==> src/rtl/core/mm4_pkg.sv <==
package mm4_pkg;

  localparam int WORD_W         = 32;
  localparam int DIM            = 4;
  localparam int ROW_W          = $clog2(DIM);
  localparam int DATA_WIDTH_DEF = 32;
  localparam int FRAC_BITS_DEF  = 16;

  typedef enum logic {
    FUNC_LOAD = 1'b0,
    FUNC_MUL  = 1'b1
  } func_t;

  typedef struct packed {
    func_t                    func;
    logic [ROW_W-1:0]         row_index;
    logic signed [WORD_W-1:0] elem0;
    logic signed [WORD_W-1:0] elem1;
    logic signed [WORD_W-1:0] elem2;
    logic signed [WORD_W-1:0] elem3;
  } cmd_t;

  typedef struct packed {
    logic [ROW_W-1:0]         out_row;
    logic signed [WORD_W-1:0] prod0;
    logic signed [WORD_W-1:0] prod1;
    logic signed [WORD_W-1:0] prod2;
    logic signed [WORD_W-1:0] prod3;
  } res_t;

  typedef struct packed {
    logic ld1;
    logic ld2;
    logic ld3;
    logic ld4;
  } adv_t;

endpackage

==> src/rtl/core/mm4_mat.sv <==
module mm4_mat #(
  parameter int DATA_WIDTH = mm4_pkg::DATA_WIDTH_DEF
) (
  input  logic                                                  clk,
  input  logic                                                  we,
  input  logic [mm4_pkg::ROW_W-1:0]                             row,
  input  logic [mm4_pkg::DIM-1:0][DATA_WIDTH-1:0]               data,
  output logic [mm4_pkg::DIM-1:0][mm4_pkg::DIM-1:0][DATA_WIDTH-1:0] mat
);
  import mm4_pkg::*;

  always_ff @(posedge clk) begin
    if (we) begin
      mat[row] <= data;
    end
  end

endmodule

==> config.mk <==
export PLATFORM = sky130hd
export DESIGN_NAME = mm4_mat
export DESIGN_NICKNAME = d
export VERILOG_FILES = /design/src/rtl/core/mm4_pkg.sv /design/src/rtl/core/mm4_mat.sv
export SDC_FILE = /design/constraint.sdc
export NUM_CORES = 1
export LEC_CHECK = 0
export BUFFER_PORTS_ARGS = -buffer_cell sky130_fd_sc_hd__buf_4
export CORE_AREA = 2 2 254 256
export DETAILED_ROUTE_END_ITERATION = 12
export DIE_AREA = 0 0 256 258
export PLACE_DENSITY = 0.52
export SKIP_CTS_REPAIR_TIMING = 1
export SLEW_MARGIN = 10
export SYNTH_ARGS = -nofsm -noshare
export SYNTH_HDL_FRONTEND = slang
export SYNTH_SLANG_ARGS = --single-unit
==> constraint.sdc <==
create_clock -name clk -period 9 [get_ports clk]
set_input_delay 1.35 -clock clk [delete_from_list [all_inputs] [get_ports clk]]
set_output_delay 1.35 -clock clk [all_outputs]
set_load 0.01 [all_outputs]
* Yosys cells after proc, flatten, opt, wreduce, memory -nomap -nowiden
Cells that the tools add are included.
** Storage, ports and cells
- Register bits after elaboration :: 512
- Bits in read-only memories :: 0
- RAM bits :: 0
- Memories kept :: 0
- Input bits :: 132
- Bits in latches :: 0
- Word-level logic and storage cells :: 22
** Operators by class
- Shift operators :: 0
- Add/sub/neg operators :: 0
- Multipliers :: 0
- Divide/modulo/power cells :: 0
- Order comparisons :: 2
- Bitwise gates (word level) :: 0
- Equality and inequality tests :: 0
- Reduce and logical (&&, ||, !) cells :: 1
- Multiplexer cells :: 3
** Operator list (number)
- $bwmux W512 :: 1
- $demux W128 S2 :: 1
- $mux W128 :: 1
- $lt A2 B3 Y1 const B :: 1
- $ge A2 B1 Y1 const B :: 1
- $logic_and A1 B1 Y1 :: 1

* Longest topological paths before layout
- Depth after elaboration :: 5
- Gate-level depth with buffers :: 1
- Mapped depth without buffers :: 1

* Worst setup path before layout
No wires, ideal clock.
- Kind :: input to register
- Start :: input port row[0] in the netlist's numbering
- End :: register mat[0] in the netlist's numbering (enable)
- Buffers on the path :: 0
- Cell stages on the path :: 1
- Arrival :: 6246 ps
- Path slack :: 2162 ps
- Path through :: nor3b_2
** RTL lines
- start, declared :: RTL line mm4_mat.sv:6 : input logic [mm4_pkg::ROW_W-1:0] row,
- end signal, assigned by index :: RTL line mm4_mat.sv:14 : mat[row] <= data;
- end, declared :: RTL line mm4_mat.sv:8 : output logic [mm4_pkg::DIM-1:0][mm4_pkg::DIM-1:0][DATA_WIDTH-1:0] mat

==> results.json <==
{
  "cts_buffers": 53,
  "slew_viol_final": 0,
  "peakVddDrop_mv": 0.144,
  "cp.arrival_ns": 3.02,
  "critPathKind": "in2reg",
  "drc_errors": 0,
  "clock-root-buffer": "clkbuf_16",
  "placed_cells": 2022,
  "routed_wl_mm": 41.7,
  "synth_fp_nets": 648,
  "finalSetupViolCount": 0,
  "hold_class": "in2reg",
  "synth-simple-area-share_pct": 0.244,
  "syn_area_um2": 15400,
  "setup-tns-final_ns": 0,
  "fin_cells": 2119,
  "grt.total_usage_pct": 12.0,
  "layout_common_cells": "buf_4, edfxtp_1, clkbuf_16",
  "yosysWarnings": 0,
  "vias": 7981,
  "tritoncts": "built",
  "rows": 93,
  "cts_buffer_depth": 3,
  "top_register": "mat",
  "relSlewSlack_pct": 34.2,
  "h-tree-depth": 2,
  "gp_routability_congestion": 0.787,
  "start_kind": "input port",
  "die_x_um": 256,
  "fin_area_um2": 23100,
  "hold_viol": 0,
  "fmax_mhz": 353,
  "drtIter0Drc": 418,
  "cp_max_fo": 55,
  "synth_top_family_by_area": "simple AND/OR/NAND/NOR gates",
  "fin_crit_ns": 2.84,
  "layout.nets": 1354,
  "grt_pass1_wl_mm": 58.7,
  "syn_inst": 516,
  "worst_pin_slew_ns": 0.988,
  "ys_ff_latch": 512,
  "postPlaceCellArea_um2": 21400,
  "multi_input_area_um2": 55.1,
  "seqCellArea_um2": 15400,
  "design.core.area_um2": 63600,
  "synthMuxAreaShare_pct": 0,
  "fp.dieArea_um2": 66000,
  "layout_commonest_cell": "buf_4",
  "grt_max_degree": 64,
  "whs_ns": 0.968,
  "grt_overflow": 0,
  "nFillCells": 5936,
  "viasPerCell": 3.77,
  "grt_pass1_vias": 8325,
  "outcome": "completed",
  "end_kind": "register",
  "synth_compound_area_share_pct": 0,
  "clock_sinks": 512,
  "port_buffers": 643,
  "initial_core_util_pct": 24.2,
  "antenna_found_initial": 4,
  "layout-drive-gt1-share_pct": 58.2,
  "p_total_mw": 5.30,
  "cp-endpoint": "mat[321]",
  "antenna_left": 0,
  "syn2layout_area_growth_pct": 50.0,
  "power_leakage_nw": 8.71,
  "hpwl_mm": 29.4,
  "die_height_um": 258,
  "largest_reg_flops": 512,
  "clk_pin_slew_worst_paths_ns": 0.06,
  "synth_cell_types": 4,
  "synth_area_per_cell_um2": 29.9,
  "rsz0062_at_grt": "no",
  "wl_per_cell_um": 19.7,
  "cp-startpoint": "row[0]",
  "ios": 644,
  "ys_seq_area_share_pct": 99.8,
  "powerDensity_nw_per_um2": 229,
  "cap_violations": 0,
  "period_share_pct": 31.5,
  "reg_top3": "mat (512)",
  "synth-adder-area-share_pct": 0,
  "firstDrtPassIters": 4,
  "synth_xor_area_share_pct": 0,
  "required_ns": 9.19,
  "num_antenna_cells": 0
}
-- per-layer routing --
layer | global-route usage [%] | wire [µm]
met1 | 12.9 | 15000
met2 | 21.0 | 21700
met3 | 5.22 | 4020
met4 | 4.00 | 1060
met5 | 0 | 41
-- report_power, final --
part | switching, mW | internal, mW
clock network | 0.883 | 1.28
registers | 0.0326 | 2.75
logic | 0.185 | 0.164
-- area by class of cell --
type	count	area share (%)
flip-flops and latches	512	66.5
well taps	855	4.63
clock buffers	64	6.10
multi-input cells	4	0.238
repair buffers	651	21.1
clock inverters	33	1.38
-- stage by stage --
step | utilization, % | setup slack [ns]
floorplan | - | 2.16
global placement | 33.6 | 5.56
detailed placement | 33.6 | 5.50
CTS | 36.3 | 6.14
global route | 36.3 | 6.08
finish | 36.3 | 6.16
-- Yosys cell counts (all sizes together) --
library cell	instances	area [µm²]
and3	1	7.51
and3b	2	17.5
edfxtp	512	15400
nor3b	1	12.5
-- kinds of logic after synthesis --
logic type    after synthesis
simple gates                4
flops                     512
-- worst max-delay path: stages --
cell,delay (ns)
buf_4,0.13
and3b_4,0.67
buf_4,0.71
-- worst min-delay path by stage --
stage	startpoint	to	slack, ns	cells past startpoint
after floorplan	data[0]	mat[0]	1.45	0
after global placement	data[71]	mat[327]	1.55	1
after CTS	data[102]	mat[230]	0.92	1
final	data[102]	mat[358]	0.97	1
after global routing	data[95]	mat[223]	0.92	1
after detailed placement	data[19]	mat[275]	1.55	1
Power figures use the tool's default switching activity.
